**config.mk**
```make
export PLATFORM = sky130hd
export DESIGN_NAME = sorted_sleep_timer_queue
export DESIGN_NICKNAME = d
export VERILOG_FILES = /design/src/rtl/sstq_pkg.sv /design/src/rtl/sorted_sleep_timer_queue.sv /design/src/rtl/sstq_slot_mod.sv
export SDC_FILE = /design/constraint.sdc
export NUM_CORES = 2
export LEC_CHECK = 0
export BUFFER_PORTS_ARGS = -buffer_cell sky130_fd_sc_hd__buf_2
export CORE_UTILIZATION = 45
export CTS_BUF_LIST = sky130_fd_sc_hd__clkbuf_8
export CTS_CLUSTER_SIZE = 16
export DETAILED_ROUTE_END_ITERATION = 16
export SETUP_SLACK_MARGIN = 0.4
export SYNTH_ARGS = -nofsm -noshare
export SYNTH_HDL_FRONTEND = slang
export SYNTH_SLANG_ARGS = --single-unit
export TNS_END_PERCENT = 5
```
**constraint.sdc**
```tcl
create_clock -name i_clk -period 6.2 [get_ports i_clk]
set_input_delay 0.62 -clock i_clk [delete_from_list [all_inputs] [get_ports i_clk]]
set_output_delay 0.62 -clock i_clk [all_outputs]
set_load 0.05 [all_outputs]
```
**src/rtl/sstq_pkg.sv**
```systemverilog
`default_nettype none

package sstq_pkg;

    localparam int ID_W        = 16;
    localparam int TIME_W      = 32;
    localparam int TPS_W       = 20;
    localparam int SECS_W      = 16;
    localparam int MAX_RESULTS = 32;

    localparam logic [TPS_W-1:0]  TPS_RESET = 20'd1000000;
    localparam logic [TIME_W-1:0] TIME_MAX  = 32'hFFFF_FFFF;

    localparam logic MODE_SLEEP = 1'b0;
    localparam logic MODE_TICK  = 1'b1;

    localparam logic KIND_STATUS = 1'b0;
    localparam logic KIND_WOKEN  = 1'b1;

    localparam logic [1:0] STATUS_OK   = 2'd0;
    localparam logic [1:0] STATUS_NEG  = 2'd1;
    localparam logic [1:0] STATUS_BUSY = 2'd2;

endpackage

`default_nettype wire

```
**src/rtl/sorted_sleep_timer_queue.sv**
```systemverilog
`default_nettype none

// Sorted sleep timer queue.
// An item is taken when start is high and busy is low; i_mode selects a sleep
// request or a clock tick. Each result shows on the o_ result ports for one
// cycle with o_valid high, and the receiver takes it in that cycle.
// A sleep request gives one status result. A negative duration answers in
// the cycle after the request. Otherwise a reciprocal-multiply remainder
// unit finds the slot, the slot is checked, and the insertion walks the
// sorted list from its tail, moving each later entry with one memory read
// and one write back, then places the new entry.
// A tick releases due entries from the head of the list, at most 32 per
// tick, reading and comparing the head for each entry; the final result
// carries o_last and shows as busy falls.
// The ticks-per-second register is written over its own valid/ready channel,
// which is always ready; write it only while busy is low.
// Reset clears the waiting flags, list pointers and count and loads the
// register with one million; the list memory itself is not cleared.
module sorted_sleep_timer_queue #(
    parameter int SLOT_COUNT = 32
) (
    input  wire logic                          i_clk,
    input  wire logic                          i_rst_n,
    input  wire logic                          start,
    output logic                               busy,
    input  wire logic                          i_mode,
    input  wire logic [sstq_pkg::ID_W-1:0]     i_process_id,
    input  wire logic signed [sstq_pkg::SECS_W-1:0] i_sleep_seconds,
    input  wire logic [sstq_pkg::TIME_W-1:0]   i_now,
    output logic                               o_valid,
    output logic                               o_kind,
    output logic [1:0]                         o_status,
    output logic [sstq_pkg::ID_W-1:0]          o_woken_id,
    output logic                               o_last,
    input  wire logic                          i_cfg_valid,
    output logic                               o_cfg_ready,
    input  wire logic [sstq_pkg::TPS_W-1:0]    i_cfg_data
);

    localparam int SW    = $clog2(SLOT_COUNT);
    localparam int DEPTH = 1 << SW;
    localparam int CW    = $clog2(SLOT_COUNT + 1);
    localparam int NW    = $clog2(sstq_pkg::MAX_RESULTS + 1);
    localparam int PW    = sstq_pkg::SECS_W - 1 + sstq_pkg::TPS_W;
    localparam int SUMW  = PW + 1;

    typedef struct packed {
        logic [sstq_pkg::TIME_W-1:0] wake;
        logic [sstq_pkg::ID_W-1:0]   id;
        logic [SW-1:0]               slot;
    } t_entry;

    typedef enum logic [2:0] {
        S_IDLE,
        S_MOD,
        S_CHK,
        S_IRD,
        S_ICMP,
        S_TRD,
        S_TCMP
    } t_state;

    t_state                       r_state;
    logic [sstq_pkg::TPS_W-1:0]   r_tps;
    logic [sstq_pkg::ID_W-1:0]    r_pid;
    logic [sstq_pkg::TIME_W-1:0]  r_now;
    logic [PW-1:0]                r_prod;
    logic [sstq_pkg::TIME_W-1:0]  r_wake;
    logic [SW-1:0]                r_slot;
    logic [SLOT_COUNT-1:0]        r_waiting;
    logic [SW-1:0]                r_hd;
    logic [CW-1:0]                r_cnt;
    logic [CW-1:0]                r_k;
    logic [NW-1:0]                r_n;
    logic                         r_pend_v;
    logic [sstq_pkg::ID_W-1:0]    r_pend_id;
    logic                         r_valid;
    logic                         r_kind;
    logic [1:0]                   r_status;
    logic [sstq_pkg::ID_W-1:0]    r_out_id;
    logic                         r_last;

    t_entry                       r_mem [DEPTH];
    t_entry                       r_rd;
    logic [SW-1:0]                n_ra;
    logic [SW-1:0]                n_wa;
    logic                         n_we;
    t_entry                       n_wd;
    t_entry                       n_new;
    logic [SUMW-1:0]              n_sum;
    logic                         n_due;
    logic                         n_tick_end;

    logic                         n_mod_start;
    logic                         w_mod_done;
    logic [SW-1:0]                w_mod_rem;

    assign n_mod_start = (r_state == S_IDLE) && start && (i_mode == sstq_pkg::MODE_SLEEP)
                         && !i_sleep_seconds[sstq_pkg::SECS_W-1];

    sstq_slot_mod #(
        .DIVISOR (SLOT_COUNT)
    ) u_slot_mod (
        .i_clk      (i_clk),
        .i_rst_n    (i_rst_n),
        .i_start    (n_mod_start),
        .i_dividend (i_process_id),
        .o_done     (w_mod_done),
        .o_rem      (w_mod_rem)
    );

    assign n_sum = {{(SUMW - sstq_pkg::TIME_W){1'b0}}, r_now} + {1'b0, r_prod};
    assign n_new = '{wake: r_wake, id: r_pid, slot: r_slot};
    assign n_due = (r_rd.wake <= r_now);
    assign n_tick_end = (r_cnt == '0) || (r_n == NW'(sstq_pkg::MAX_RESULTS));

    // Memory port control: the insertion reads one entry below the hole and
    // writes either that entry into the hole or the new entry.
    always_comb begin
        n_ra = r_hd;
        n_wa = r_hd + r_k[SW-1:0];
        n_we = 1'b0;
        n_wd = n_new;
        case (r_state)
            S_IRD: begin
                n_ra = r_hd + SW'(r_k - 1'b1);
                n_we = (r_k == '0);
            end
            S_ICMP: begin
                n_we = 1'b1;
                if (r_rd.wake > r_wake) begin
                    n_wd = r_rd;
                end
            end
            default: begin
            end
        endcase
    end

    always_ff @(posedge i_clk) begin
        if (n_we) begin
            r_mem[n_wa] <= n_wd;
        end
        r_rd <= r_mem[n_ra];
    end

    always_ff @(posedge i_clk) begin
        if (!i_rst_n) begin
            r_state   <= S_IDLE;
            r_tps     <= sstq_pkg::TPS_RESET;
            r_waiting <= '0;
            r_hd      <= '0;
            r_cnt     <= '0;
            r_valid   <= 1'b0;
            r_pend_v  <= 1'b0;
        end else begin
            r_valid <= 1'b0;
            if (i_cfg_valid && o_cfg_ready) begin
                r_tps <= i_cfg_data;
            end
            unique case (r_state)
                S_IDLE: begin
                    if (start) begin
                        r_pid  <= i_process_id;
                        r_now  <= i_now;
                        r_prod <= PW'(i_sleep_seconds[sstq_pkg::SECS_W-2:0]) * PW'(r_tps);
                        r_n      <= '0;
                        r_pend_v <= 1'b0;
                        if (i_mode == sstq_pkg::MODE_TICK) begin
                            r_state <= S_TRD;
                        end else if (i_sleep_seconds[sstq_pkg::SECS_W-1]) begin
                            r_valid  <= 1'b1;
                            r_kind   <= sstq_pkg::KIND_STATUS;
                            r_status <= sstq_pkg::STATUS_NEG;
                            r_out_id <= i_process_id;
                            r_last   <= 1'b1;
                        end else begin
                            r_state <= S_MOD;
                        end
                    end
                end
                S_MOD: begin
                    if (n_sum[SUMW-1:sstq_pkg::TIME_W] != '0) begin
                        r_wake <= sstq_pkg::TIME_MAX;
                    end else begin
                        r_wake <= n_sum[sstq_pkg::TIME_W-1:0];
                    end
                    if (w_mod_done) begin
                        r_slot  <= w_mod_rem;
                        r_state <= S_CHK;
                    end
                end
                S_CHK: begin
                    if (r_waiting[r_slot] || (r_cnt >= CW'(SLOT_COUNT))) begin
                        r_valid  <= 1'b1;
                        r_kind   <= sstq_pkg::KIND_STATUS;
                        r_status <= sstq_pkg::STATUS_BUSY;
                        r_out_id <= r_pid;
                        r_last   <= 1'b1;
                        r_state  <= S_IDLE;
                    end else begin
                        r_waiting[r_slot] <= 1'b1;
                        r_k     <= r_cnt;
                        r_state <= S_IRD;
                    end
                end
                S_IRD: begin
                    if (r_k == '0) begin
                        r_cnt    <= r_cnt + 1'b1;
                        r_valid  <= 1'b1;
                        r_kind   <= sstq_pkg::KIND_STATUS;
                        r_status <= sstq_pkg::STATUS_OK;
                        r_out_id <= r_pid;
                        r_last   <= 1'b1;
                        r_state  <= S_IDLE;
                    end else begin
                        r_state <= S_ICMP;
                    end
                end
                S_ICMP: begin
                    if (r_rd.wake > r_wake) begin
                        r_k     <= r_k - 1'b1;
                        r_state <= S_IRD;
                    end else begin
                        r_cnt    <= r_cnt + 1'b1;
                        r_valid  <= 1'b1;
                        r_kind   <= sstq_pkg::KIND_STATUS;
                        r_status <= sstq_pkg::STATUS_OK;
                        r_out_id <= r_pid;
                        r_last   <= 1'b1;
                        r_state  <= S_IDLE;
                    end
                end
                S_TRD: begin
                    if (n_tick_end) begin
                        r_valid  <= r_pend_v;
                        r_kind   <= sstq_pkg::KIND_WOKEN;
                        r_status <= sstq_pkg::STATUS_OK;
                        r_out_id <= r_pend_id;
                        r_last   <= 1'b1;
                        r_state  <= S_IDLE;
                    end else begin
                        r_state <= S_TCMP;
                    end
                end
                S_TCMP: begin
                    // A released entry is held back one step so that the
                    // final one can be marked once the next head is known.
                    r_valid  <= r_pend_v;
                    r_kind   <= sstq_pkg::KIND_WOKEN;
                    r_status <= sstq_pkg::STATUS_OK;
                    r_out_id <= r_pend_id;
                    if (n_due) begin
                        r_last    <= 1'b0;
                        r_pend_v  <= 1'b1;
                        r_pend_id <= r_rd.id;
                        r_waiting[r_rd.slot] <= 1'b0;
                        r_hd    <= r_hd + 1'b1;
                        r_cnt   <= r_cnt - 1'b1;
                        r_n     <= r_n + 1'b1;
                        r_state <= S_TRD;
                    end else begin
                        r_last  <= 1'b1;
                        r_state <= S_IDLE;
                    end
                end
                default: begin
                    r_state <= S_IDLE;
                end
            endcase
        end
    end

    assign busy        = (r_state != S_IDLE);
    assign o_cfg_ready = 1'b1;
    assign o_valid     = r_valid;
    assign o_kind      = r_kind;
    assign o_status    = r_status;
    assign o_woken_id  = r_out_id;
    assign o_last      = r_last;

endmodule

`default_nettype wire

```
**src/rtl/sstq_slot_mod.sv**
```systemverilog
`default_nettype none

// Remainder of a process id by the slot count. A rounded-up reciprocal
// multiply gives the quotient, which is registered, and the remainder is
// then worked out from it and registered too.
module sstq_slot_mod #(
    parameter int DIVISOR = 32
) (
    input  wire logic                         i_clk,
    input  wire logic                         i_rst_n,
    input  wire logic                         i_start,
    input  wire logic [sstq_pkg::ID_W-1:0]    i_dividend,
    output logic                              o_done,
    output logic [$clog2(DIVISOR)-1:0]        o_rem
);

    localparam int SW  = $clog2(DIVISOR);
    localparam int XW  = sstq_pkg::ID_W;
    localparam int SH  = XW + SW;
    localparam int MW  = XW + 1;
    localparam int PRW = XW + MW;
    localparam int QW  = PRW - SH;
    // With the shift at dividend width plus the divisor's bit count, the
    // rounded-up reciprocal gives an exact quotient for every dividend.
    localparam logic [MW-1:0] RECIP =
        MW'(((64'd1 << SH) + 64'(DIVISOR) - 64'd1) / 64'(DIVISOR));

    logic               r_s1;
    logic               r_done;
    logic [XW-1:0]      r_x;
    logic [QW-1:0]      r_q;
    logic [SW-1:0]      r_rem;
    logic [PRW-1:0]     n_prod;
    logic [XW-1:0]      n_qd;

    assign n_prod = PRW'(i_dividend) * PRW'(RECIP);
    assign n_qd   = XW'(r_q) * XW'(DIVISOR);

    always_ff @(posedge i_clk) begin
        if (!i_rst_n) begin
            r_s1   <= 1'b0;
            r_done <= 1'b0;
        end else begin
            r_s1   <= i_start;
            r_done <= r_s1;
        end
    end

    always_ff @(posedge i_clk) begin
        if (i_start) begin
            r_x <= i_dividend;
            r_q <= n_prod[PRW-1:SH];
        end
        if (r_s1) begin
            r_rem <= SW'(r_x - n_qd);
        end
    end

    assign o_done = r_done;
    assign o_rem  = r_rem;

endmodule

`default_nettype wire
```
# ---- After elaboration in Yosys (flattened, before gate mapping)
# Memories as Yosys holds them, arrays and structs flattened. A register that Yosys moved wholly into a read port is not among the register bits.
# Index checks and enable logic that the tools add are counted.
# Widths: inputs -> output; s select.
dict set report classes {
  n_addsub 9
  multipliers 1
  n_lt_le_gt_ge 7
  n_eq_ne 19
  mux 78
  n_bitwise 4
  reduce_logical 30
}
# op count
set op_table {}
lappend op_table {{$mux 16} 7}
lappend op_table {{$mux 53} 2}
lappend op_table {{$pmux 16 s6} 1}
lappend op_table {{$mux 32} 2}
lappend op_table {{$pmux 32 s2} 1}
lappend op_table {{$mux 6} 7}
lappend op_table {{$add 32x35->36} 1}
lappend op_table {{$mul 15x20->35} 1}
lappend op_table {{$and 32x32->32} 1}
lappend op_table {{$gt 32x32->1} 1}
lappend op_table {{$le 32x32->1} 1}
lappend op_table {{$not 32->32} 1}
lappend op_table {{$or 32x32->32} 1}
lappend op_table {{$mux 1} 28}
lappend op_table {{$pmux 6 s2} 2}
lappend op_table {{$mux 3} 7}
lappend op_table {{$pmux 3 s7} 1}
lappend op_table {{$ne 2x2->1 const B} 10}
lappend op_table {{$mux 2} 9}
lappend op_table {{$pmux 1 s6} 3}
lappend op_table {{$pmux 6 s3} 1}
lappend op_table {{$reduce_and 3->1} 6}
lappend op_table {{$add 6x1->6 const B} 2}
lappend op_table {{$logic_not 6->1} 2}
lappend op_table {{30 further kinds} 50}
dict set report word_totals {
  register_bits 248
  mem_bits_rw 1696
  out_inout_bits 23
  elab_cells 172
  n_memories 1
}
# name words word_bits read_ports rd_ports_with_merged_regs wr line
set memory_table {}
lappend memory_table {r_mem 32 53 1 1 1 sorted_sleep_timer_queue.sv:83} ;# t_entry r_mem [DEPTH];

# ---- Depth between registers and ports, before layout
dict set report logic_depth {
  ltp_word 8
  mapped_depth 25
}

# ---- Modules after synthesis
# A second synthesis with hierarchy kept.
dict set report unflattened {
  hier_cells 5184
  hier_area_um2 89862.4
}
# module instances cells_each area_each_um2
set modules_own_cells {}
lappend modules_own_cells {sorted_sleep_timer_queue 1 5170 89509.6}
lappend modules_own_cells {sstq_slot_mod 1 14 352.8}

# ---- Least setup slack after synthesis
# No wires, ideal clock.
dict set report synth_timing {
  path_kind {input port to flip-flop}
  from {input port i_sleep_seconds[0] in the netlist's numbering}
  to {register r_prod[34] (data pin)}
  setup_time_ns 0.261
  arrival_time_ns 6.447
  required_ns 5.939
  slack_ns -0.509
  stages 25
  cell_sequence {clkbuf_1 and2_1 fa_1 inv_1 fa_1 inv_1 fa_1 inv_1 fa_1 inv_1 fa_1 inv_1 fa_1 inv_1 ha_1 o21a_1 a2111oi_2 nor3_1 a41o_1 a211o_1 nand3_1 or3b_1 nand2_1 o21ai_0 xnor2_1}
}
dict set report synth_via {
  elab_chain_cells 1
}
# element line
set synth_lines {}
lappend synth_lines {{start: declaration} sorted_sleep_timer_queue.sv:28} ;# input wire logic signed [sstq_pkg::SECS_W-1:0] i_sleep_seconds,
lappend synth_lines {{$mul 15x20->35} sorted_sleep_timer_queue.sv:166} ;# r_prod <= PW'(i_sleep_seconds[sstq_pkg::SECS_W-2:0]) * PW'(r_tps);
lappend synth_lines {{end signal: assignment} sorted_sleep_timer_queue.sv:166}
lappend synth_lines {{end: declaration} sorted_sleep_timer_queue.sv:67} ;# logic [PW-1:0] r_prod;
# Every way passes these cells.
# A chain may end at the register's enable or synchronous reset.

# ---- Worst setup path in the final report
dict set report layout_timing {
  from {register r_tps[10] in the netlist's numbering}
  to {register r_prod[30] (data pin)}
}
dict set report layout_via {
  elab_chain_cells 1
}
# element line
set layout_lines {}
lappend layout_lines {{start: declaration} sorted_sleep_timer_queue.sv:64} ;# logic [sstq_pkg::TPS_W-1:0] r_tps;
lappend layout_lines {{start signal: assignment} sorted_sleep_timer_queue.sv:150} ;# r_tps <= sstq_pkg::TPS_RESET;
lappend layout_lines {{start signal: assignment} sorted_sleep_timer_queue.sv:159} ;# r_tps <= i_cfg_data;
lappend layout_lines {{$mul 15x20->35} sorted_sleep_timer_queue.sv:166}
# Every way passes these cells.

==> qor.yml <==
synth-xor-area-share_pct: 0.778
via_per_inst: 5.68
tightest_slew_ns: 1.28
synth_top_area_share_pct: 63.3
r2r_cells: 23
ys_warn_count: 0
violations: "negative setup slack"
min_from: "i_sleep_seconds[0]"
yosysTopAreaCell: "edfxtp_1"
die-area_sq_um: 199000
pre_cts_ws_ns: -0.612
dr_total_vias: 50859
postSynth.asyncResetShare_pct: 0
synth_area_sq_um: 89000
ys_seq_elements: 1997
layout.nets: 6594
wire_per_inst_um: 26.0
hp-class: "in2reg"
setup_violations: 2
cts.sinks: 1997
clock_skew_ns: 0.0935
gp_congestion: 0.832
timing.slew.headroom_pct: 14.6
finalCritPeriodShare_pct: 100
core_sq_um: 196000
worst_setup_path_end_kind: "flip-flop"
grt_max_degree: 97
ctsHtreeMaxLevel: 5
initial_core_util_pct: 45.5
dr.pass1.iters: 5
final_cells: 8955
final_area_sq_um: 102000
start_kind: "flip-flop"
overflow: 0
drv_slew: 0
whs_ns: 0.184
clock_path_buffers: 4
setup_slack_ns: -0.00538
syn_area_per_cell_sq_um: 16.0
synth-seq-area-share_pct: 66.0
synthSimpleGateAreaFrac_pct: 7.54
crit_fanout: 13
clk_pin_slew_ns: 0.05
final_common_cell: "edfxtp_1"
placed_area_sq_um: 94500
critPathArrivalTime_ns: 6.95
synth_top_family_by_area: "multiplexers"
die_w_um: 447
fp-row-count: 162
r2r_setup_slack_ns: -0.005
setup.worst_path.class: "reg2reg"
power.total_uw: 36900
dp_hpwl_um: 134000
cts_buffers: 348
dp_cells: 8259
synth-compound-area-share_pct: 3.18
synth.net_count: 6082
fmax_mhz: 161
clock_latency_ns: 1.07
synth_top_flop_cell: "edfxtp_1"
peakVddDrop_uv: 442
cts_tree: "yes"
synth-edff-count: 1874
synthTopCellsByArea: "edfxtp_1 (63%), mux4_2 (11%), fa_1 (5.3%), nand2_1 (3.3%), ha_1 (3.0%)"
outcome: "finished with violations"
drt_iter0_drc: 5094
antenna_found_initial: 5
synth_cell_type_count: 76
r2r-end: "r_prod[30]$_DFFE_PP_"
wl_um: 233000
hold-path-endpoint: "r_prod[0]$_DFFE_PP_"
drive_above_1_share_pct: 22.1
layout_common_cells: "edfxtp_1 (1,874), nand2_1 (782), mux4_2 (434)"
rr_startpoint: "r_tps[10]$_SDFFE_PN0P_"
cts_root_buf: "clkbuf_8"
grt_pass1_wl_um: 343000
rsz0062_at_grt: "true"
synthAdderAreaFrac_pct: 8.29
synthCells: 5545
ios: 112
portBuffers: 110
period_minus_slack_ns: 6.21
grt_pass1_vias: 52172
grt_usage_pct: 23.4
max-cap-violations: 0
areaGrowthSynthToFinish_pct: 14.5
synth_mux_area_share_pct: 11.5
hold_viol: 0
p_leak_uw: 0.0370
whs_path_depth: 3
drc: 0
die_h_um: 447
crit_required_ns: 6.95
ant_nets: 0
power.density_nw_per_um2: 362
## critical path: stages (launching register included)
cell     delay (ns)
dfxtp_2        0.31
buf_4          0.14
buf_6          0.15
and2_1         0.16
fa_1           0.51
inv_1          0.05
fa_1           0.47
inv_1          0.05
fa_1           0.48
fa_1           0.45
fa_1           0.54
inv_1          0.06
fa_1           0.49
inv_1          0.05
ha_1           0.31
a21o_1         0.16
a21oi_1        0.17
o21ai_1        0.11
a22o_1         0.23
a211o_1        0.31
nand3_1        0.09
or3b_4         0.39
buf_4          0.14
xor2_1         0.14
## per-stage QoR
stage	util (%)	setup TNS, ns
final	52.1	-0.00572
after global routing	52.1	-0.810
after CTS	52.0	-0.188
after detailed placement	48.3	-5.03
after global placement	48.3	-4.67
after floorplan	-	-0.793
## metal layers
layer	wire (um)	share of wire (%)	up-vias	global-route usage, %
met2	113000	48	1903	37.9
met4	5610	2.4	2	6.99
li1	-	-	21865	-
met5	8	0.0034	-	0
met3	16900	7.2	385	4.34
met1	97600	42	26704	32.4
## report_power, final
part | internal [uW] | switching (uW) | total (uW)
Sequential | 15700 | 228 | 15900
Clock | 5940 | 5350 | 11300
Combinational | 4120 | 5510 | 9630
Total | 25800 | 11100 | 36900
## timing repair
action | 4_1_cts | 5_1_grt
resized for setup | 29 | 14
endpoints found under the hold margin | 96 | 0
setup buffers | 0 | 1
hold buffers | 71 | 0
endpoints found under the setup margin | 17 | 17
pin swaps | 21 | 15
gates cloned | 0 | 0
## kinds of logic after synthesis
kind of cell | Yosys count
muxes | 479
buffers and inverters | 607
AOI/OAI and AO/OA | 445
xor gates and xnor gates | 79
and+or+nand+nor | 1489
other | 1
DFF | 1997
adders and majority gates | 448
## sequential cells by signal, indices dropped and copies added (netlist names), 2 cells and up
register and cells:
r_state 3, u_slot_mod.o_rem 5, u_slot_mod.r_x 5, r_wake 32, r_now 32, r_n 6
r_prod 35, r_rd 53, r_waiting 32, r_tps 20, r_slot 5, r_pend_id 16
r_pid 16, r_cnt 6, r_hd 5, r_k 6, r_mem 1696, o_woken_id 16
o_status 2
## worst max-delay path by stage
stage                           start                   end  slack, ns  cells after the start
2_1_floorplan      i_sleep_seconds[0]  r_prod[34]$_DFFE_PP_      -0.19                     25
3_3_place_gp       i_sleep_seconds[0]  r_prod[34]$_DFFE_PP_      -0.61                     24
3_5_place_dp       i_sleep_seconds[0]  r_prod[34]$_DFFE_PP_      -0.61                     24
4_1_cts        r_tps[10]$_SDFFE_PN0P_  r_prod[34]$_DFFE_PP_       -0.1                     24
5_1_grt        r_tps[10]$_SDFFE_PN0P_  r_prod[34]$_DFFE_PP_      -0.20                     24
6_report       r_tps[10]$_SDFFE_PN0P_  r_prod[30]$_DFFE_PP_     -0.005                     23
## cells in the mapped netlist (6+ instances only)
cell      count
nand2_1     782
buf_1        20
mux4_2      434
inv_1       330
buf_2        49
or3_1         9
a211oi_1      9
xor2_1       37
and2_1      173
a31oi_1       8
nor3_1       17
o311ai_0     22
o22ai_1      10
nor4_1       12
mux2i_1      23
a21o_1       53
nand2_2       6
nand4_1      19
nor2_1      120
xnor2_1      42
a21oi_1      85
nand3b_1      8
nand2b_1     18
dfxtp_1     123
and3_1        8
o21a_1       22
o21bai_1      9
mux2_2       22
nand3_1     290
edfxtp_1   1874
a22oi_1      17
ha_1        212
o21ai_0     152
clkbuf_1    204
o31ai_1       6
fa_1        236
nor2b_1      15
## area by class of cell
class | count | area, sq um
clock buffers | 382 | 5260
flip-flops and latches | 1997 | 58800
clock inverters | 240 | 1190
inverters | 330 | 1240
multi-input cells | 2941 | 28500
well taps | 2624 | 3280
repair buffers | 439 | 3660
fillers | 15947 | 93700
diodes | 2 | 5.00
No activity file was read; power rests on OpenSTA's default activity.
